$ cat config.mk
export PLATFORM = sky130hd
export DESIGN_NAME = word_list_line_filter
export DESIGN_NICKNAME = d
export VERILOG_FILES = /design/src/wllf_pkg.sv /design/src/wllf_front.sv /design/src/wllf_queue.sv /design/src/wllf_back.sv /design/src/word_list_line_filter.sv
export SDC_FILE = /design/constraint.sdc
export NUM_CORES = 1
export LEC_CHECK = 0
export ABC_AREA = 1
export BUFFER_PORTS_ARGS = -buffer_cell sky130_fd_sc_hd__buf_2
export CORE_MARGIN = 8
export CORE_UTILIZATION = 40
export DETAILED_ROUTE_END_ITERATION = 16
export SYNTH_ARGS = -nofsm -noshare
export SYNTH_HDL_FRONTEND = slang
export SYNTH_SLANG_ARGS = --single-unit
$ cat constraint.sdc
create_clock -name clk -period 5.8 [get_ports clk]
set_input_delay 0.29 -clock clk [delete_from_list [all_inputs] [get_ports clk]]
set_output_delay 0.29 -clock clk [all_outputs]
set_load 0.1 [all_outputs]
$ cat src/wllf_pkg.sv
// ----------------------------------------------------------------------------
// wllf_pkg: shared types and constants for the word list line filter
// Byte codes, configuration register indexes, the op queue entry and the
// part-of-speech tag letter table.
// ----------------------------------------------------------------------------
package wllf_pkg;

  localparam int LENGTH_BITS_DEFAULT = 8;
  localparam int CFG_ADDR_W = 3;
  localparam int CFG_DATA_W = 8;
  localparam int TAG_N = 15;
  localparam int QDEPTH = 2;
  localparam int QPTR_W = 1;
  localparam int QCNT_W = 2;

  // configuration register indexes
  localparam logic [CFG_ADDR_W-1:0] REG_LINE_MODE      = 3'd0;
  localparam logic [CFG_ADDR_W-1:0] REG_FIRST_LETTER   = 3'd1;
  localparam logic [CFG_ADDR_W-1:0] REG_SECOND_ENABLED = 3'd2;
  localparam logic [CFG_ADDR_W-1:0] REG_SECOND_LETTER  = 3'd3;
  localparam logic [CFG_ADDR_W-1:0] REG_THIRD_ENABLED  = 3'd4;
  localparam logic [CFG_ADDR_W-1:0] REG_THIRD_LETTER   = 3'd5;

  // byte codes
  localparam logic [7:0] CH_LF       = 8'd10;
  localparam logic [7:0] CH_CR       = 8'd13;
  localparam logic [7:0] CH_SPACE    = 8'd32;
  localparam logic [7:0] CH_BANG     = 8'h21;
  localparam logic [7:0] CH_HYPHEN   = 8'h2D;
  localparam logic [7:0] CH_QUESTION = 8'h3F;
  localparam logic [7:0] CH_UPPER_A  = 8'h41;
  localparam logic [7:0] CH_UPPER_Z  = 8'h5A;
  localparam logic [7:0] CH_BSLASH   = 8'h5C;
  localparam logic [7:0] CH_LOWER_A  = 8'h61;
  localparam logic [7:0] CH_LOWER_N  = 8'h6E;
  localparam logic [7:0] CH_LOWER_Z  = 8'h7A;
  localparam logic [7:0] CH_TILDE    = 8'd126;

  // class flag bit positions
  localparam int CF_NONPRINT = 0;
  localparam int CF_SPACE    = 1;
  localparam int CF_HYPHEN   = 2;
  localparam int CF_OTHER    = 3;

  // tag letters N p h V t i A v C P n r D I o, bit i for entry i
  localparam logic [7:0] TAG_LETTERS [TAG_N] = '{
    8'h4E, 8'h70, 8'h68, 8'h56, 8'h74, 8'h69, 8'h41, 8'h76,
    8'h43, 8'h50, 8'h6E, 8'h72, 8'h44, 8'h49, 8'h6F
  };

  typedef logic [7:0] len_out_t;

  typedef struct packed {
    logic       line_mode;
    logic [7:0] first_letter;
    logic       second_enabled;
    logic [7:0] second_letter;
    logic       third_enabled;
    logic [7:0] third_letter;
  } cfg_t;

  typedef enum logic [1:0] {
    OP_WORD,
    OP_TAG,
    OP_CLOSE,
    OP_END
  } op_t;

  typedef struct packed {
    op_t              op;
    logic [7:0]       chr;
    logic [3:0]       flags;
    logic [TAG_N-1:0] tags;
  } qentry_t;

endpackage

$ cat src/wllf_front.sv
// ----------------------------------------------------------------------------
// wllf_front: byte classifier
// Tracks the tag phase, classifies each accepted byte and pushes one op per
// byte that affects the line state.
// ----------------------------------------------------------------------------
module wllf_front (
  input  logic               clk,
  input  logic               rst,
  input  wllf_pkg::cfg_t     cfg,
  input  logic               s_tvalid,
  output logic               s_tready,
  input  logic [7:0]         s_tdata,  // [7:0] in_byte
  input  logic               s_tuser,  // [0] end_of_input
  input  logic               q_full,
  output logic               push,
  output wllf_pkg::qentry_t  push_entry
);

  logic tag_phase;
  logic tag_phase_next;
  logic accept;
  logic emit;
  logic is_eol;
  logic nonprint;
  logic letter;
  logic [7:0] tag_chr;
  logic [3:0] word_flags;
  logic [wllf_pkg::TAG_N-1:0] tag_hits;

  assign s_tready = !q_full;
  assign accept = s_tvalid && s_tready;
  assign push = accept && emit;

  assign is_eol = (s_tdata == wllf_pkg::CH_LF) || (s_tdata == wllf_pkg::CH_CR);
  assign nonprint = (s_tdata < wllf_pkg::CH_SPACE) || (s_tdata > wllf_pkg::CH_TILDE);
  assign letter = ((s_tdata >= wllf_pkg::CH_UPPER_A) && (s_tdata <= wllf_pkg::CH_UPPER_Z)) ||
                  ((s_tdata >= wllf_pkg::CH_LOWER_A) && (s_tdata <= wllf_pkg::CH_LOWER_Z));
  assign tag_chr = (s_tdata == wllf_pkg::CH_BANG) ? wllf_pkg::CH_LOWER_N : s_tdata;

  always_comb begin
    word_flags = '0;
    if (nonprint) begin
      word_flags[wllf_pkg::CF_NONPRINT] = 1'b1;
    end else if (!letter) begin
      if (s_tdata == wllf_pkg::CH_SPACE) begin
        word_flags[wllf_pkg::CF_SPACE] = 1'b1;
      end else if (s_tdata == wllf_pkg::CH_HYPHEN) begin
        word_flags[wllf_pkg::CF_HYPHEN] = 1'b1;
      end else begin
        word_flags[wllf_pkg::CF_OTHER] = 1'b1;
      end
    end
  end

  always_comb begin
    for (int i = 0; i < wllf_pkg::TAG_N; i++) begin
      tag_hits[i] = (tag_chr == wllf_pkg::TAG_LETTERS[i]);
    end
  end

  // op decode; CR/LF in the word part of a tagged line is dropped
  always_comb begin
    emit = 1'b1;
    tag_phase_next = tag_phase;
    push_entry.op = wllf_pkg::OP_WORD;
    push_entry.chr = nonprint ? wllf_pkg::CH_QUESTION : s_tdata;
    push_entry.flags = word_flags;
    push_entry.tags = '0;
    if (s_tuser) begin
      push_entry.op = wllf_pkg::OP_END;
      tag_phase_next = 1'b0;
    end else if (!cfg.line_mode) begin
      if (is_eol) begin
        push_entry.op = wllf_pkg::OP_CLOSE;
        tag_phase_next = 1'b0;
      end
    end else if (!tag_phase) begin
      if (is_eol) begin
        emit = 1'b0;
      end else if (s_tdata == wllf_pkg::CH_BSLASH) begin
        emit = 1'b0;
        tag_phase_next = 1'b1;
      end
    end else if (is_eol) begin
      push_entry.op = wllf_pkg::OP_CLOSE;
      tag_phase_next = 1'b0;
    end else begin
      push_entry.op = wllf_pkg::OP_TAG;
      push_entry.flags = {3'b000, nonprint};
      push_entry.tags = tag_hits;
    end
  end

  always_ff @(posedge clk) begin
    if (rst) begin
      tag_phase <= 1'b0;
    end else if (accept) begin
      tag_phase <= tag_phase_next;
    end
  end

endmodule

$ cat src/wllf_queue.sv
// ----------------------------------------------------------------------------
// wllf_queue: op queue
// Two-entry register FIFO between the classifier and the line builder.
// ----------------------------------------------------------------------------
module wllf_queue (
  input  logic               clk,
  input  logic               rst,
  input  logic               push,
  input  wllf_pkg::qentry_t  push_entry,
  output logic               full,
  input  logic               pop,
  output logic               valid,
  output wllf_pkg::qentry_t  head
);

  wllf_pkg::qentry_t entries [wllf_pkg::QDEPTH];
  logic [wllf_pkg::QPTR_W-1:0] wr_ptr;
  logic [wllf_pkg::QPTR_W-1:0] rd_ptr;
  logic [wllf_pkg::QCNT_W-1:0] count;

  assign full = (count == wllf_pkg::QCNT_W'(wllf_pkg::QDEPTH));
  assign valid = (count != '0);
  assign head = entries[rd_ptr];

  always_ff @(posedge clk) begin
    if (push) begin
      entries[wr_ptr] <= push_entry;
    end
  end

  always_ff @(posedge clk) begin
    if (rst) begin
      wr_ptr <= '0;
      rd_ptr <= '0;
      count <= '0;
    end else begin
      if (push) begin
        wr_ptr <= wr_ptr + 1'b1;
      end
      if (pop) begin
        rd_ptr <= rd_ptr + 1'b1;
      end
      if (push && !pop) begin
        count <= count + 1'b1;
      end else if (pop && !push) begin
        count <= count - 1'b1;
      end
    end
  end

  a_no_overflow: assert property (@(posedge clk) disable iff (rst)
    !(push && full && !pop)) else $error("op queue overflow");

  a_no_underflow: assert property (@(posedge clk) disable iff (rst)
    !(pop && !valid)) else $error("op queue underflow");

  a_push_shows: assert property (@(posedge clk) disable iff (rst)
    push && !pop && !valid |=> valid && (head == $past(push_entry)))
    else $error("pushed transaction not at head");

endmodule

$ cat src/wllf_back.sv
// ----------------------------------------------------------------------------
// wllf_back: line builder
// Applies queued ops to the line state, checks the prefix filter at line end
// and holds the record in the output register.
// ----------------------------------------------------------------------------
module wllf_back #(
  parameter int LENGTH_BITS = wllf_pkg::LENGTH_BITS_DEFAULT
) (
  input  logic               clk,
  input  logic               rst,
  input  wllf_pkg::cfg_t     cfg,
  input  logic               q_valid,
  input  wllf_pkg::qentry_t  q_head,
  output logic               pop,
  output logic               m_tvalid,
  input  logic               m_tready,
  output logic [31:0]        m_tdata,
  output logic               m_tuser
);

  localparam int LW = LENGTH_BITS;
  localparam logic [LW-1:0] LEN_MAX = '1;

  logic [7:0] chars [3];
  logic [LW-1:0] len;
  logic [3:0] flags;
  logic [wllf_pkg::TAG_N-1:0] tags;
  logic prefix_ok;
  logic emit_rec;
  logic [31:0] rec_data;

  assign pop = q_valid && (!m_tvalid || m_tready);

  always_comb begin
    prefix_ok = (len != '0) && (chars[0] == cfg.first_letter);
    if (cfg.second_enabled) begin
      if (len > LW'(1)) begin
        if (chars[1] != cfg.second_letter) begin
          prefix_ok = 1'b0;
        end
        if (cfg.third_enabled) begin
          if (len > LW'(2)) begin
            if (chars[2] != cfg.third_letter) begin
              prefix_ok = 1'b0;
            end
          end else if (cfg.third_letter != wllf_pkg::CH_LOWER_A) begin
            prefix_ok = 1'b0;
          end
        end
      end else if (cfg.second_letter != wllf_pkg::CH_LOWER_A) begin
        prefix_ok = 1'b0;
      end
    end
  end

  // tdata: len, flags, tags, pass, keep, pad
  assign rec_data = {3'b000, prefix_ok && (flags == '0), prefix_ok, tags, flags,
                     wllf_pkg::len_out_t'(len)};

  always_comb begin
    unique case (q_head.op)
      wllf_pkg::OP_CLOSE: emit_rec = (len != '0);
      wllf_pkg::OP_END:   emit_rec = 1'b1;
      default:            emit_rec = 1'b0;
    endcase
  end

  // line state
  always_ff @(posedge clk) begin
    if (rst) begin
      len <= '0;
      flags <= '0;
      tags <= '0;
      chars[0] <= '0;
      chars[1] <= '0;
      chars[2] <= '0;
    end else if (pop) begin
      unique case (q_head.op)
        wllf_pkg::OP_WORD: begin
          flags <= flags | q_head.flags;
          for (int i = 0; i < 3; i++) begin
            if (len == LW'(i)) begin
              chars[i] <= q_head.chr;
            end
          end
          if (len != LEN_MAX) begin
            len <= len + 1'b1;
          end
        end
        wllf_pkg::OP_TAG: begin
          flags <= flags | q_head.flags;
          tags <= tags | q_head.tags;
        end
        default: begin
          len <= '0;
          flags <= '0;
          tags <= '0;
          chars[0] <= '0;
          chars[1] <= '0;
          chars[2] <= '0;
        end
      endcase
    end
  end

  // output register
  always_ff @(posedge clk) begin
    if (rst) begin
      m_tvalid <= 1'b0;
    end else if (pop && emit_rec) begin
      m_tvalid <= 1'b1;
    end else if (m_tready) begin
      m_tvalid <= 1'b0;
    end
  end

  always_ff @(posedge clk) begin
    if (pop && emit_rec) begin
      m_tuser <= (q_head.op == wllf_pkg::OP_END);
      m_tdata <= (q_head.op == wllf_pkg::OP_END) ? '0 : rec_data;
    end
  end

  a_end_zero: assert property (@(posedge clk) disable iff (rst)
    m_tvalid && m_tuser |-> (m_tdata == '0)) else $error("end record not clear");

  a_rec_len: assert property (@(posedge clk) disable iff (rst)
    m_tvalid && !m_tuser |-> (m_tdata[7:0] != '0) || (LW > 8))
    else $error("record with empty word");

  a_keep_pass: assert property (@(posedge clk) disable iff (rst)
    m_tvalid && m_tdata[28] |-> m_tdata[27]) else $error("keep without prefix pass");

  a_close_clears: assert property (@(posedge clk) disable iff (rst)
    pop && (q_head.op == wllf_pkg::OP_CLOSE || q_head.op == wllf_pkg::OP_END)
    |=> (len == '0) && (flags == '0) && (tags == '0)) else $error("line not cleared");

endmodule

$ cat src/word_list_line_filter.sv
// ----------------------------------------------------------------------------
// word_list_line_filter: word list line filter top level
// Byte stream in, one record per non-empty line and an end record out, with prefix filter.
// ----------------------------------------------------------------------------
// channel   dir   handshake            payload
// s_        in    s_tvalid/s_tready    tdata in_byte, tuser end_of_input
// m_        out   m_tvalid/m_tready    tdata record fields, tuser at_end
// cfg_      in    cfg_we               cfg_addr register index, cfg_data value
//
// One byte per cycle sustained while the output is not stalled; a record reaches
// the output register once the closing byte is accepted, through the op queue
// write and then the line builder. Rate is set by the line builder update.
// Synchronous reset clears the line state, the queue and loads register defaults.
// A stalled output holds the record; the two-entry op queue keeps the input open
// until it fills.
// ----------------------------------------------------------------------------
module word_list_line_filter #(
  parameter int LENGTH_BITS = wllf_pkg::LENGTH_BITS_DEFAULT
) (
  input  logic                            clk,
  input  logic                            rst,
  input  logic                            s_tvalid,
  output logic                            s_tready,
  input  logic [7:0]                      s_tdata,   // [7:0] in_byte
  input  logic                            s_tuser,   // [0] end_of_input
  output logic                            m_tvalid,
  input  logic                            m_tready,
  // [7:0] word_length, [8] not_printable, [9] space flag, [10] hyphen flag,
  // [11] other symbol flag, [26:12] pos_mask, [27] passes_prefix, [28] keep
  output logic [31:0]                     m_tdata,
  output logic                            m_tuser,   // [0] at_end
  input  logic                            cfg_we,
  input  logic [wllf_pkg::CFG_ADDR_W-1:0] cfg_addr,
  input  logic [wllf_pkg::CFG_DATA_W-1:0] cfg_data
);

  wllf_pkg::cfg_t cfg;
  wllf_pkg::qentry_t push_entry;
  wllf_pkg::qentry_t q_head;
  logic push;
  logic pop;
  logic q_full;
  logic q_valid;

  always_ff @(posedge clk) begin
    if (rst) begin
      cfg.line_mode <= 1'b0;
      cfg.first_letter <= wllf_pkg::CH_LOWER_A;
      cfg.second_enabled <= 1'b0;
      cfg.second_letter <= wllf_pkg::CH_LOWER_A;
      cfg.third_enabled <= 1'b0;
      cfg.third_letter <= wllf_pkg::CH_LOWER_A;
    end else if (cfg_we) begin
      unique case (cfg_addr)
        wllf_pkg::REG_LINE_MODE:      cfg.line_mode <= cfg_data[0];
        wllf_pkg::REG_FIRST_LETTER:   cfg.first_letter <= cfg_data;
        wllf_pkg::REG_SECOND_ENABLED: cfg.second_enabled <= cfg_data[0];
        wllf_pkg::REG_SECOND_LETTER:  cfg.second_letter <= cfg_data;
        wllf_pkg::REG_THIRD_ENABLED:  cfg.third_enabled <= cfg_data[0];
        wllf_pkg::REG_THIRD_LETTER:   cfg.third_letter <= cfg_data;
        default: ;
      endcase
    end
  end

  wllf_front u_front (
    .clk        (clk),
    .rst        (rst),
    .cfg        (cfg),
    .s_tvalid   (s_tvalid),
    .s_tready   (s_tready),
    .s_tdata    (s_tdata),
    .s_tuser    (s_tuser),
    .q_full     (q_full),
    .push       (push),
    .push_entry (push_entry)
  );

  wllf_queue u_queue (
    .clk        (clk),
    .rst        (rst),
    .push       (push),
    .push_entry (push_entry),
    .full       (q_full),
    .pop        (pop),
    .valid      (q_valid),
    .head       (q_head)
  );

  wllf_back #(
    .LENGTH_BITS (LENGTH_BITS)
  ) u_back (
    .clk      (clk),
    .rst      (rst),
    .cfg      (cfg),
    .q_valid  (q_valid),
    .q_head   (q_head),
    .pop      (pop),
    .m_tvalid (m_tvalid),
    .m_tready (m_tready),
    .m_tdata  (m_tdata),
    .m_tuser  (m_tuser)
  );

endmodule
Yosys cells after proc, flatten, opt, wreduce, memory -nomap -nowiden
Memories as Yosys holds them, arrays and structs flattened. A register that Yosys moved wholly into a read port is not among the register bits.
Index checks and enable logic that the tools add are counted.
{ "word_totals": {"mem_bits_rw": 82, "n_memories": 2, "elab_cells": 196, "out_inout_bits": 35, "latch_bits": 0, "reg_bits": 93, "rom_bits": 0} }
{ "classes": {"eq_ne": 39, "mul": 0, "reduce_logical": 37, "n_bitwise": 10, "mux": 78, "addsub": 5, "magnitude_cmp": 8, "shift": 0, "div_mod_pow": 0} }
{ "memory_table": {"columns": ["name", "depth", "width", "read_ports", "rd_clocked_by_memory_dff", "write_ports", "line", "text"], "rows": [
  ["u_queue.entries", 2, 29, 1, 1, 1, "wllf_queue.sv:16", "wllf_pkg::qentry_t entries [wllf_pkg::QDEPTH];"],
  ["u_back.chars", 3, 8, 3, 0, 3, "wllf_back.sv:24", "logic [7:0] chars [3];"]
]} }
{ "ops": {"columns": ["operator", "n"], "rows": [
  ["$eq A8 B7 Y1 const B", 16],
  ["$mux W19", 4],
  ["$mux W8", 9],
  ["$mux W1", 51],
  ["$pmux W15 S2", 1],
  ["$eq A8 B6 Y1 const B", 3],
  ["$eq A8 B4 Y1 const B", 2],
  ["$ge A8 B7 Y1 const B", 2],
  ["$le A8 B7 Y1 const B", 2],
  ["$mux W2", 8],
  ["$ne A8 B7 Y1 const B", 2],
  ["$ne A8 B8 Y1", 2],
  ["$pmux W8 S2", 1],
  ["$reduce_and A2 Y1", 8],
  ["$or A15 B15 Y15", 1],
  ["$logic_and A1 B1 Y1", 10],
  ["$add A8 B1 Y8 const B", 1],
  ["$eq A8 B1 Y1 const B", 1],
  ["$eq A8 B2 Y1 const B", 1],
  ["$eq A8 B8 Y1", 1],
  ["$gt A8 B1 Y1 const B", 1],
  ["$gt A8 B2 Y1 const B", 1],
  ["$gt A8 B7 Y1 const B", 1],
  ["$logic_not A8 Y1", 1],
  ["27 further kinds", 47]
]} }

Logic depth before layout (Yosys ltp)
Gate-level depths: netlist of the first run.
{ "logic_depth": {"depth_word": 11, "mapped_depth": 12, "mapped_depth_nobuf": 12} }

Cells and area by module
From an unflattened synthesis of the first run, not the netlist that was laid out.
{ "unflattened": {"hier_cells": 778, "area_unflattened_um2": 7647.3} }
{ "by_module_without_submodules": {"columns": ["mod", "cells_per_inst", "area_per_inst_um2", "n_inst"], "rows": [
  ["wllf_back", 369, 3574.7, 1],
  ["wllf_queue", 123, 2359.8, 1],
  ["word_list_line_filter", 157, 1116.1, 1],
  ["wllf_front", 129, 596.8, 1]
]} }

Worst setup path after synthesis of the first run
Ideal clock, no wire load.
{ "synth_path": {"path_type": "register to register", "from": "register u_queue.count[0] in the netlist's numbering", "to": "memory u_queue.entries[0][0] in the netlist's numbering (enable)", "synth_period_minus_slack_ns": 3.226, "path_stages_with_launch": 7, "setup_slack_ns": 2.574, "setup_ns": 0.415, "required_ns": 5.385, "path_buffers": 0, "arrival_time_ns": 2.811, "path_cell_list": "dfxtp_1 > inv_1 > nand2_1 > nand2_1 > a21oi_2 > inv_1 > nor2_1"} }
{ "synth_between": {"elab_chain_cells": 6} }
{ "synth_rtl": {"columns": ["item", "line", "text"], "rows": [
  ["start: declaration", "wllf_queue.sv:19", "logic [wllf_pkg::QCNT_W-1:0] count;"],
  ["start signal: assignment", "wllf_queue.sv:44", "count <= count + 1'b1;"],
  ["start signal: assignment", "wllf_queue.sv:46", "count <= count - 1'b1;"],
  ["$eq A2 B2 Y1", "wllf_queue.sv:21", "assign full = (count == wllf_pkg::QCNT_W'(wllf_pkg::QDEPTH));"],
  ["$logic_not A1 Y1", "wllf_front.sv:30", "assign s_tready = !q_full;"],
  ["named net s_tready", "word_list_line_filter.sv:23", "output logic s_tready,"],
  ["$logic_and A1 B1 Y1", "wllf_front.sv:31", "assign accept = s_tvalid && s_tready;"],
  ["$logic_and A1 B1 Y1", "wllf_front.sv:32", "assign push = accept && emit;"],
  ["named net push", "word_list_line_filter.sv:40", "logic push;"],
  ["$mux W1", "wllf_queue.sv:26", "if (push) begin"],
  ["$mux W1 (implied by the code)", "wllf_queue.sv:27", "entries[wr_ptr] <= push_entry;"],
  ["end: declaration", "wllf_queue.sv:16", null]
]} }
The timed path passes the listed nets, and every way through them passes these cells.

==> reports/qor.csv, run 1 <==
metric,value,unit
status,completed,
fin crit period,2.50,ns
total of buffers placed on input and output ports,56,
All-Layer GR Usage,14.0,%
worst reg2reg path depth,7,
skew final,0.00734,ns
vias in the first global route,4753,
reported max-cap violation count,0,
vias per cell,4.70,
Post-synth EDFFs,112,
initial drt markers,314,
area added between synthesis and finish,15.0,%
Initial DRT Pass Iterations,4,
cell types with the largest area share after synthesis,"sky130_fd_sc_hd__edfxtp_1, sky130_fd_sc_hd__dfxtp_1, sky130_fd_sc_hd__nor2_1",
number of unique standard cell types used by synthesis,37,
post-place setup slack,3.24,ns
Net Sw Frac,37.2,%
cell-internal power,2.50,mW
setup TNS after final layout,0,ns
total gr overflow,0,
IO Pins,60,
Ys Warns,0,
prevailing post-synth register cell,sky130_fd_sc_hd__edfxtp_1,
"Core Util, Final",46.9,%
Power Density,474,nW/um^2
instance area at placement,7820,um^2
number of register bits inferred by synthesis,173,
clock tree from TritonCTS,yes,
Via Count,4771,
y dimension of the die,151,um
drt drc,0,
clock power share,27.5,%
endpoint type of the worst setup path,register,
number of failing setup endpoints in the final timing report,0,
sum of net half-perimeters after detailed placement,11000,um
"arithmetic-cell share of the synthesized area counting full adders, half adders and majority gates",0.857,%
crit path DAT,2.54,ns
CTS Buffer Depth,2,
floorplan die width,151,um
fill cell total of the finished layout,1663,
post-layout net count,803,
RSZ-0062 raised after global routing,no,
portion of the post-synthesis area used by sequential elements,62.8,%
Crit path required time,5.84,ns
worst rel slew slack,23.8,%
area share of the largest cell type after synthesis,46.1,%
cell types with the highest counts after synthesis,"sky130_fd_sc_hd__edfxtp_1, sky130_fd_sc_hd__nor2_1, sky130_fd_sc_hd__nand2_1",
DRT antenna net count,0,
worst hold path startpoint,cfg_data[5],
worst-path maximum fanout,33,
largest family of logic cells by synthesized area,simple AND/OR/NAND/NOR gates,
post-route cell area,8390,um^2
Async SR Flop Fraction,0,%
hold-critical path depth,3,
parity-gate share of the synthesized area counting xor and xnor cells,2.52,%
type of the tightest min-delay check,in2reg,
top-count cell post-synth,sky130_fd_sc_hd__edfxtp_1,
initial core utilization,40.8,%
hold_buf cts,0,
slew at the pin with the worst max-slew slack,1.14,ns
combinational power share,29.8,%
Max stage delay on crit path,0.83,ns
Setup CP Type,reg2reg,
Core Region,17900,um^2
Total Wirelength,15000,um
static leakage,3.34,nW
sinks on the clock net,173,
share of the cycle needed by the critical path after routing,43.1,%
die area,22800,um^2
Pwr Total,3.98,mW
min setup slack post-route,3.30,ns
routed len/inst,14.8,um
count of antenna diodes in the layout,0,
pins over their slew limit,0,
post-synth top area cell,sky130_fd_sc_hd__edfxtp_1,
CTS-repair resized insts,0,
antenna violations before repair,0,
wire length of the first global-routing pass,24500,um
DP Cell Count,983,
Root Driver,sky130_fd_sc_hd__clkbuf_16,
Worst-path clk slew,0.07,ns
highest clock rate,400,MHz
last weighted congestion value of the routability-driven placer,0.878,
mux share of post-synthesis cell area,3.72,%
cell count after synthesis,707,
Psw,1.48,mW
cell chain of the critical path,"buf_4, nand2_1, o21ai_2, inv_2, nor2_1, nand2_1, inv_1",
crit start category,register,
Num CTS Buffers,17,
number of setup buffers added after CTS,0,
worst-path cell with the longest stage delay,sky130_fd_sc_hd__inv_1,
fraction of the mapped netlist area in simple logic gates,17.2,%
number of placement rows,49,
post-synthesis instance area,7300,um^2
largest net degree at the start of global routing,34,
sequential power share,42.7,%
final standard cell count with taps included and fillers excluded,1015,
area fraction in compound gates after synthesis,6.72,%
Final Hold Vio Count,0,
average size of a mapped cell,10.3,um^2
layout cell share with drive strength beyond 1,18.4,%
CP most frequent cell,sky130_fd_sc_hd__nand2_1,
maximum level of the CTS H-tree,4,
worst slack on hold paths,0.139,ns
later-pin clock latency in the skew report,0.43,ns
highest ir drop seen on vdd,0.276,mV
cells by family after synthesis:
kind of cell	after synthesis
AO/OA/AOI/OAI	87
AND/OR/NAND/NOR	282
adder cells (fa/ha/maj)	5
buffers and inverters	113
flip-flops	173
multiplexers	25
other	1
XOR/XNOR	21
registers in the layout, indices dropped and copies added, names as in the netlist, named ones only:
signal / count
cfg: 27
u_back.chars: 24
u_back.flags: 4
u_back.len: 8
u_back.m_tdata: 29
u_back.m_tuser: 1
u_back.m_tvalid: 1
u_back.tags: 15
u_front.tag_phase: 1
u_queue.count: 2
u_queue.entries: 58
u_queue.rd_ptr: 1
u_queue.wr_ptr: 1
layer usage:
metal | global-route usage [%] | part of all wire, % | wire, um
met5 | 0 | 0 | 0
met4 | 5.10 | 1.5 | 221
met1 | 19.2 | 50 | 7510
met3 | 4.15 | 4.6 | 686
met2 | 20.7 | 44 | 6560
final timing paths:
kind / to / slack [ns]
min reg2reg: u_back.tags[1]$_SDFFE_PP0P_ / 0.46
max: u_back.m_tuser$_DFFE_PP_ / 3.30
min: cfg[14]$_SDFFE_PP1P_ / 0.14
max reg2reg: u_back.m_tuser$_DFFE_PP_ / 3.30
power groups by stage:
stage                     registers (mW)  clock network [mW]  logic, mW
final                               1.70                1.10       1.19
after CTS                           1.70                1.12       1.20
after detailed placement            1.73                   0       1.20
after floorplan                     2.08                   0      0.585
after global placement              1.72                   0       1.20
after global routing                1.73                1.17       1.29
critical path: cells and delay by family, from the launching register on:
kind	cells	cell delay (ns)
buf+inv	3	1.28
flops	1	0.31
simple gates	3	0.39
compound gates	1	0.13
cell type report:
cell class	instances	area (um^2)	share of cell area, %
Multi-Input combinational cell	425	2280	27.2
Inverter	97	364	4.34
Clock inverter	14	133	1.58
Clock buffer	18	439	5.23
Sequential cell	173	4580	54.6
Tap cell	229	287	3.41
Timing Repair Buffer	59	303	3.61
layout by cell type (no fill, tap or decap), types with 6 or more instances in the layout:
cell / count
sky130_fd_sc_hd__nor3_1: 9
sky130_fd_sc_hd__clkbuf_16: 17
sky130_fd_sc_hd__nand2_1: 108
sky130_fd_sc_hd__xnor2_1: 17
sky130_fd_sc_hd__edfxtp_1: 112
sky130_fd_sc_hd__nor2_1: 108
sky130_fd_sc_hd__inv_2: 8
sky130_fd_sc_hd__nand4_1: 11
sky130_fd_sc_hd__inv_1: 89
sky130_fd_sc_hd__nand3_1: 23
sky130_fd_sc_hd__mux2_2: 17
sky130_fd_sc_hd__buf_2: 56
sky130_fd_sc_hd__a21oi_1: 43
sky130_fd_sc_hd__mux2i_1: 8
sky130_fd_sc_hd__nor2_2: 6
sky130_fd_sc_hd__o21ai_0: 29
sky130_fd_sc_hd__dfxtp_1: 61
Note: power is estimated with default switching activity, not from simulation.
==> inputs of run 2 (changes only) <==
--- a/config.mk
+++ b/config.mk
@@ -5,7 +5,7 @@
 export SDC_FILE = /design/constraint.sdc
 export NUM_CORES = 1
 export LEC_CHECK = 0
-export ABC_AREA = 1
+export ABC_AREA = 0
 export BUFFER_PORTS_ARGS = -buffer_cell sky130_fd_sc_hd__buf_2
 export CORE_MARGIN = 8
 export CORE_UTILIZATION = 40
==> constraint.sdc (replaced) <==
create_clock -name clk -period 2.1 [get_ports clk]
set_input_delay 0.105 -clock clk [delete_from_list [all_inputs] [get_ports clk]]
set_output_delay 0.105 -clock clk [all_outputs]
set_load 0.1 [all_outputs]
==> reports/qor.csv, run 2 <==
metric,value,unit
die area,22700,um^2
average size of a mapped cell,11.8,um^2
Via Count,4742,
post-place setup slack,-0.216,ns
RSZ-0062 raised after global routing,yes,
register with the most flip-flops,u_queue.entries,
Num CTS Buffers,17,
Largest regs,"u_queue.entries x58, u_back.m_tdata x29, cfg x27",
Post-synth EDFFs,112,
pins over their slew limit,0,
vias per cell,5.00,
Core Region,17900,um^2
number of failing setup endpoints in the final timing report,0,
Pwr Total,11.0,mW
initial drt markers,337,
number of setup buffers added after CTS,0,
CTS Buffer Depth,2,
skew final,0.00622,ns
fin crit period,2.03,ns
number of flip-flops under the largest register name,58,
endpoint type of the worst setup path,register,
number of register bits inferred by synthesis,173,
crit path DAT,2.23,ns
Root Driver,sky130_fd_sc_hd__clkbuf_16,
Setup CP Type,reg2reg,
floorplan die width,151,um
antenna violations before repair,0,
min setup slack post-route,0.0746,ns
reported max-cap violation count,0,
layout cell share with drive strength beyond 1,21.8,%
post-synthesis instance area,7250,um^2
DRT antenna net count,0,
setup TNS after final layout,0,ns
number of unique standard cell types used by synthesis,60,
IO Pins,60,
DP Cell Count,909,
cell count after synthesis,613,
worst-path maximum fanout,8,
vias in the first global route,4617,
count of antenna diodes in the layout,0,
post-synth top area cell,sky130_fd_sc_hd__edfxtp_1,
Final Hold Vio Count,0,
cell types with the largest area share after synthesis,"sky130_fd_sc_hd__edfxtp_1, sky130_fd_sc_hd__dfxtp_1, sky130_fd_sc_hd__nor2_1",
worst rel slew slack,55.3,%
Worst-path clk slew,0.06,ns
clock tree from TritonCTS,yes,
type of the tightest min-delay check,in2reg,
number of placement rows,49,
post-layout net count,736,
highest ir drop seen on vdd,0.650,mV
share of the cycle needed by the critical path after routing,96.4,%
routed len/inst,15.9,um
sinks on the clock net,173,
sum of net half-perimeters after detailed placement,11200,um
area added between synthesis and finish,21.2,%
initial core utilization,40.5,%
Power Density,1250,nW/um^2
worst slack on hold paths,0.0292,ns
status,completed,
drt drc,0,
final standard cell count with taps included and fillers excluded,948,
crit start category,register,
Async SR Flop Fraction,0,%
Crit path required time,2.30,ns
static leakage,3.29,nW
largest net degree at the start of global routing,31,
Initial DRT Pass Iterations,4,
All-Layer GR Usage,13.7,%
prevailing post-synth register cell,sky130_fd_sc_hd__edfxtp_1,
area share of the largest cell type after synthesis,46.4,%
cell types with the highest counts after synthesis,"sky130_fd_sc_hd__edfxtp_1, sky130_fd_sc_hd__nor2_1, sky130_fd_sc_hd__nand2_1",
slew at the pin with the worst max-slew slack,0.670,ns
portion of the post-synthesis area used by sequential elements,63.2,%
Total Wirelength,15100,um
maximum level of the CTS H-tree,4,
top-count cell post-synth,sky130_fd_sc_hd__edfxtp_1,
y dimension of the die,151,um
"most common cell after layout, fill and taps aside",sky130_fd_sc_hd__edfxtp_1,
most used cells in the layout excluding fill and tap cells,"sky130_fd_sc_hd__edfxtp_1, sky130_fd_sc_hd__nor2_1, sky130_fd_sc_hd__nand2_1, sky130_fd_sc_hd__dfxtp_1, sky130_fd_sc_hd__buf_2",
Ys Warns,0,
total of buffers placed on input and output ports,56,
total gr overflow,0,
last weighted congestion value of the routability-driven placer,0.833,
highest clock rate,494,MHz
later-pin clock latency in the skew report,0.42,ns
wire length of the first global-routing pass,24000,um
run 2: cell types whose count changed in the layout (fill, tap and decap cells not counted), sizes merged, moves of 15 or more:
cell	before	now
and2	0	31
buf	59	90
inv	103	12
nand2	115	67
nand3	23	8
nor2	117	74
nor4	0	16
o21ai	33	3
run 2: worst paths after layout:
path                                from                      endpoint  slack (ns)  cells past startpoint
max           u_back.len[4]$_SDFFE_PP0P_  u_back.chars[0][0]$_DFFE_PP_        0.07                      5
min                          cfg_data[0]           cfg[9]$_SDFFE_PP1P_        0.03                      3
max reg2reg   u_back.len[4]$_SDFFE_PP0P_  u_back.chars[0][0]$_DFFE_PP_        0.07                      5
min reg2reg  u_back.tags[4]$_SDFFE_PP0P_   u_back.tags[4]$_SDFFE_PP0P_        0.46                      2
run 2: timing repair:
item                                   CTS  global route
resized for setup                        0             2
endpoints found under the hold margin   21             0
setup endpoints to repair                0            21
hold buffers                             7             0
run 2: power breakdown:
part	total, mW	switching (mW)	internal (mW)	leakage (nW)
clock	3.58	1.22	2.36	0.335
combinational	2.90	1.99	0.914	1.38
sequential	4.53	0.241	4.29	1.58
run 2: worst max-delay path: stages (launching register included):
cell and delay (ns):
sky130_fd_sc_hd__dfxtp_1 0.36, sky130_fd_sc_hd__nor4_1 0.41, sky130_fd_sc_hd__and2_1 0.24, sky130_fd_sc_hd__and3_1 0.24, sky130_fd_sc_hd__nand2_1 0.22, sky130_fd_sc_hd__nor2_1 0.35
run 2: metrics by stage:
stage	area, um^2	utilization [%]
floorplan	7290	-
global placement	8020	44.8
detailed placement	8020	44.8
CTS	8780	49.1
global route	8790	49.1
finish	8790	49.1
run 2: final cells by class:
type / instances / area, um^2
flip-flops and latches: 173 / 4590
repair buffers: 97 / 643
clock buffers: 22 / 485
inverters: 12 / 45.0
clock inverters: 10 / 206
fillers: 1569 / 9110
multi-input cells: 405 / 2540
well taps: 229 / 287
run 2: logic make-up (layout without fill, tap and decap cells):
| family | after synthesis | count (layout) | share of synthesized area [%] |
|---|---|---|---|
| and+or+nand+nor | 268 | 268 | 19.3 |
| DFF | 173 | 173 | 63.2 |
| AOI/OAI and AO/OA | 61 | 61 | 5.28 |
| buffers and inverters | 39 | 141 | 2.36 |
| xor gates and xnor gates | 33 | 33 | 3.99 |
| muxes | 33 | 33 | 4.92 |
| adders and majority gates | 5 | 5 | 0.863 |
| other | 1 | 5 | 0.0517 |
run 2: metal layers:
metal  wire length, um  track usage (%)
met2              6700             20.5
met1              7100             18.6
met4               236             5.54
met5                 0                0
met3              1020             3.55
==> inputs of run 3 (changes only) <==
--- a/config.mk
+++ b/config.mk
@@ -7,9 +7,11 @@
 export LEC_CHECK = 0
 export ABC_AREA = 0
 export BUFFER_PORTS_ARGS = -buffer_cell sky130_fd_sc_hd__buf_2
-export CORE_MARGIN = 8
+export CORE_MARGIN = 5
 export CORE_UTILIZATION = 40
 export DETAILED_ROUTE_END_ITERATION = 16
+export PLACE_DENSITY = 0.62
+export RECOVER_POWER = 50
 export SYNTH_ARGS = -nofsm -noshare
 export SYNTH_HDL_FRONTEND = slang
 export SYNTH_SLANG_ARGS = --single-unit
==> reports/qor.csv, run 3 (synthesis gave the netlist of run 2 again) <==
metric,value,unit
status,completed,
internal reg-to-reg setup slack,0.11,ns
All-Layer GR Usage,14.8,%
worst-path cell with the longest stage delay,sky130_fd_sc_hd__o22ai_1,
slew at the pin with the worst max-slew slack,1.19,ns
endpoint type of the worst setup path,register,
fin crit period,1.99,ns
worst slack on hold paths,0.0784,ns
largest net degree at the start of global routing,31,
Pwr Total,10.3,mW
pins over their slew limit,0,
clock tree from TritonCTS,yes,
count of antenna diodes in the layout,0,
combined area of the multi-input logic cells,2520,um^2
area added between synthesis and finish,18.4,%
Power Density,1200,nW/um^2
floorplan die width,145,um
later-pin clock latency in the skew report,0.43,ns
cell chain of the critical path,"buf_4, nand2_1, o22ai_1, or3_1, mux2_1, nor2_1",
RSZ-0062 raised after global routing,no,
Core Region,17900,um^2
Net Sw Frac,35.0,%
gate family responsible for the most delay along the worst path,compound AO/OA/AOI/OAI gates,
Initial DRT Pass Iterations,5,
sinks on the clock net,173,
total of buffers placed on input and output ports,56,
last weighted congestion value of the routability-driven placer,0.859,
end of the worst hold path,u_back.m_tvalid$_SDFFE_PP0P_,
vias in the first global route,4680,
static leakage,3.11,nW
routed len/inst,15.4,um
Crit path required time,2.47,ns
Psw,3.62,mW
number of failing setup endpoints in the final timing report,0,
maximum level of the CTS H-tree,4,
drt drc,0,
y dimension of the die,145,um
post-layout net count,739,
antenna violations before repair,0,
Worst-path clk slew,0.07,ns
most used cells in the layout excluding fill and tap cells,"sky130_fd_sc_hd__edfxtp_1, sky130_fd_sc_hd__nor2_1, sky130_fd_sc_hd__nand2_1, sky130_fd_sc_hd__dfxtp_1, sky130_fd_sc_hd__clkbuf_1",
clock power share,28.9,%
crit path DAT,2.36,ns
crit start category,register,
post-route cell area,8580,um^2
combinational power share,27.4,%
Largest regs,"u_queue.entries x58, u_back.m_tdata x29, cfg x27",
wire length of the first global-routing pass,23600,um
Final Hold Vio Count,0,
hold-critical path depth,3,
highest clock rate,501,MHz
initial core utilization,40.5,%
number of flip-flops under the largest register name,58,
sum of net half-perimeters after detailed placement,10800,um
FF/Latch Area,4580,um^2
instance area at placement,8020,um^2
worst-path maximum fanout,9,
skew final,0.0106,ns
IO Pins,60,
worst path bufs/invs,1,
die area,20900,um^2
number of placement rows,49,
total gr overflow,0,
worst rel slew slack,20.9,%
sequential power share,43.7,%
end of the worst register-to-register path,u_back.len[1]$_SDFFE_PP0P_,
Via Count,4721,
worst reg2reg path depth,6,
register with the most flip-flops,u_queue.entries,
Setup CP Type,reg2reg,
layout cell share with drive strength beyond 1,16.1,%
Root Driver,sky130_fd_sc_hd__clkbuf_16,
highest ir drop seen on vdd,0.644,mV
final standard cell count with taps included and fillers excluded,951,
reported max-cap violation count,0,
Max stage delay on crit path,0.47,ns
Num CTS Buffers,17,
Total Wirelength,14700,um
DP Cell Count,910,
share of the cycle needed by the critical path after routing,95.0,%
cell-internal power,6.72,mW
worst hold path startpoint,m_tready,
DRT antenna net count,0,
CTS Buffer Depth,2,
"most common cell after layout, fill and taps aside",sky130_fd_sc_hd__edfxtp_1,
initial drt markers,312,
fill cell total of the finished layout,1643,
type of the tightest min-delay check,in2reg,
vias per cell,4.96,
==> run 3: changes by cell type in the layout (fill, tap and decap cells not counted), sizes merged <==
cell / delta
inv: +10
clkinvlp: +1
clkbuf: +38
bufinv: -6
dlygate4sd3: +2
buf: -42
==> run 3: worst max-delay path by stage <==
stage / end / slack [ns] / depth (start not counted)
finish: u_back.len[1]$_SDFFE_PP0P_ / 0.11 / 6
global route: u_back.len[1]$_SDFFE_PP0P_ / 0.03 / 6
detailed placement: u_queue.count[1]$_SDFFE_PP0P_ / -0.20 / 8
CTS: u_back.m_tdata[3]$_SDFFCE_PP0P_ / 0.08 / 7
global placement: u_queue.count[1]$_SDFFE_PP0P_ / -0.16 / 8
floorplan: u_queue.count[1]$_SDFFE_PP0P_ / -0.20 / 8
==> run 3: timing repair <==
item | in CTS | in global routing
buffers inserted | 0 | 0
setup endpoints to repair | 19 | 12
resized for setup | 1 | 1
hold buffers | 9 | 0
hold endpoints to repair | 29 | 0
==> run 3: worst min-delay path, delay by kind of cell <==
kind | cells | cell delay (ns)
buffers and inverters | 1 | 0.07
AOI/OAI and AO/OA | 1 | 0.09
and+or+nand+nor | 1 | 0.20
==> run 3: layout make-up <==
class | count | share of cell area (%)
repair buffers | 100 | 6.70
multi-input cells | 405 | 29.4
flip-flops and latches | 173 | 53.4
clock inverters | 15 | 1.68
well taps | 229 | 3.34
clock buffers | 17 | 4.96
inverters | 12 | 0.525
==> run 3: per-stage QoR <==
stage                     util [%]  TNS [ns]  worst slack [ns]
after detailed placement      44.8     -1.74            -0.199
after floorplan                  -    -0.308            -0.204
after CTS                     48.5         0            0.0785
final                         48.0         0             0.105
after global placement        44.8    -0.163            -0.162
after global routing          48.0         0            0.0302
==> run 3: power groups by stage <==
stage | clock network [mW] | registers [mW] | logic (mW)
2_1_floorplan | 0 | 5.28 | 1.45
3_3_place_gp | 0 | 4.58 | 2.86
3_5_place_dp | 0 | 4.60 | 2.91
4_1_cts | 3.05 | 4.53 | 2.93
5_1_grt | 3.20 | 4.58 | 3.07
6_report | 2.98 | 4.52 | 2.83
==> run 3: layer usage <==
| metal | track usage (%) | up-vias | wire (um) |
|---|---|---|---|
| met5 | 0 | - | 0 |
| met4 | 6.38 | 0 | 308 |
| met3 | 4.23 | 21 | 857 |
| met2 | 22.2 | 121 | 6510 |
| met1 | 20.1 | 2217 | 6990 |
| li1 | - | 2362 | - |
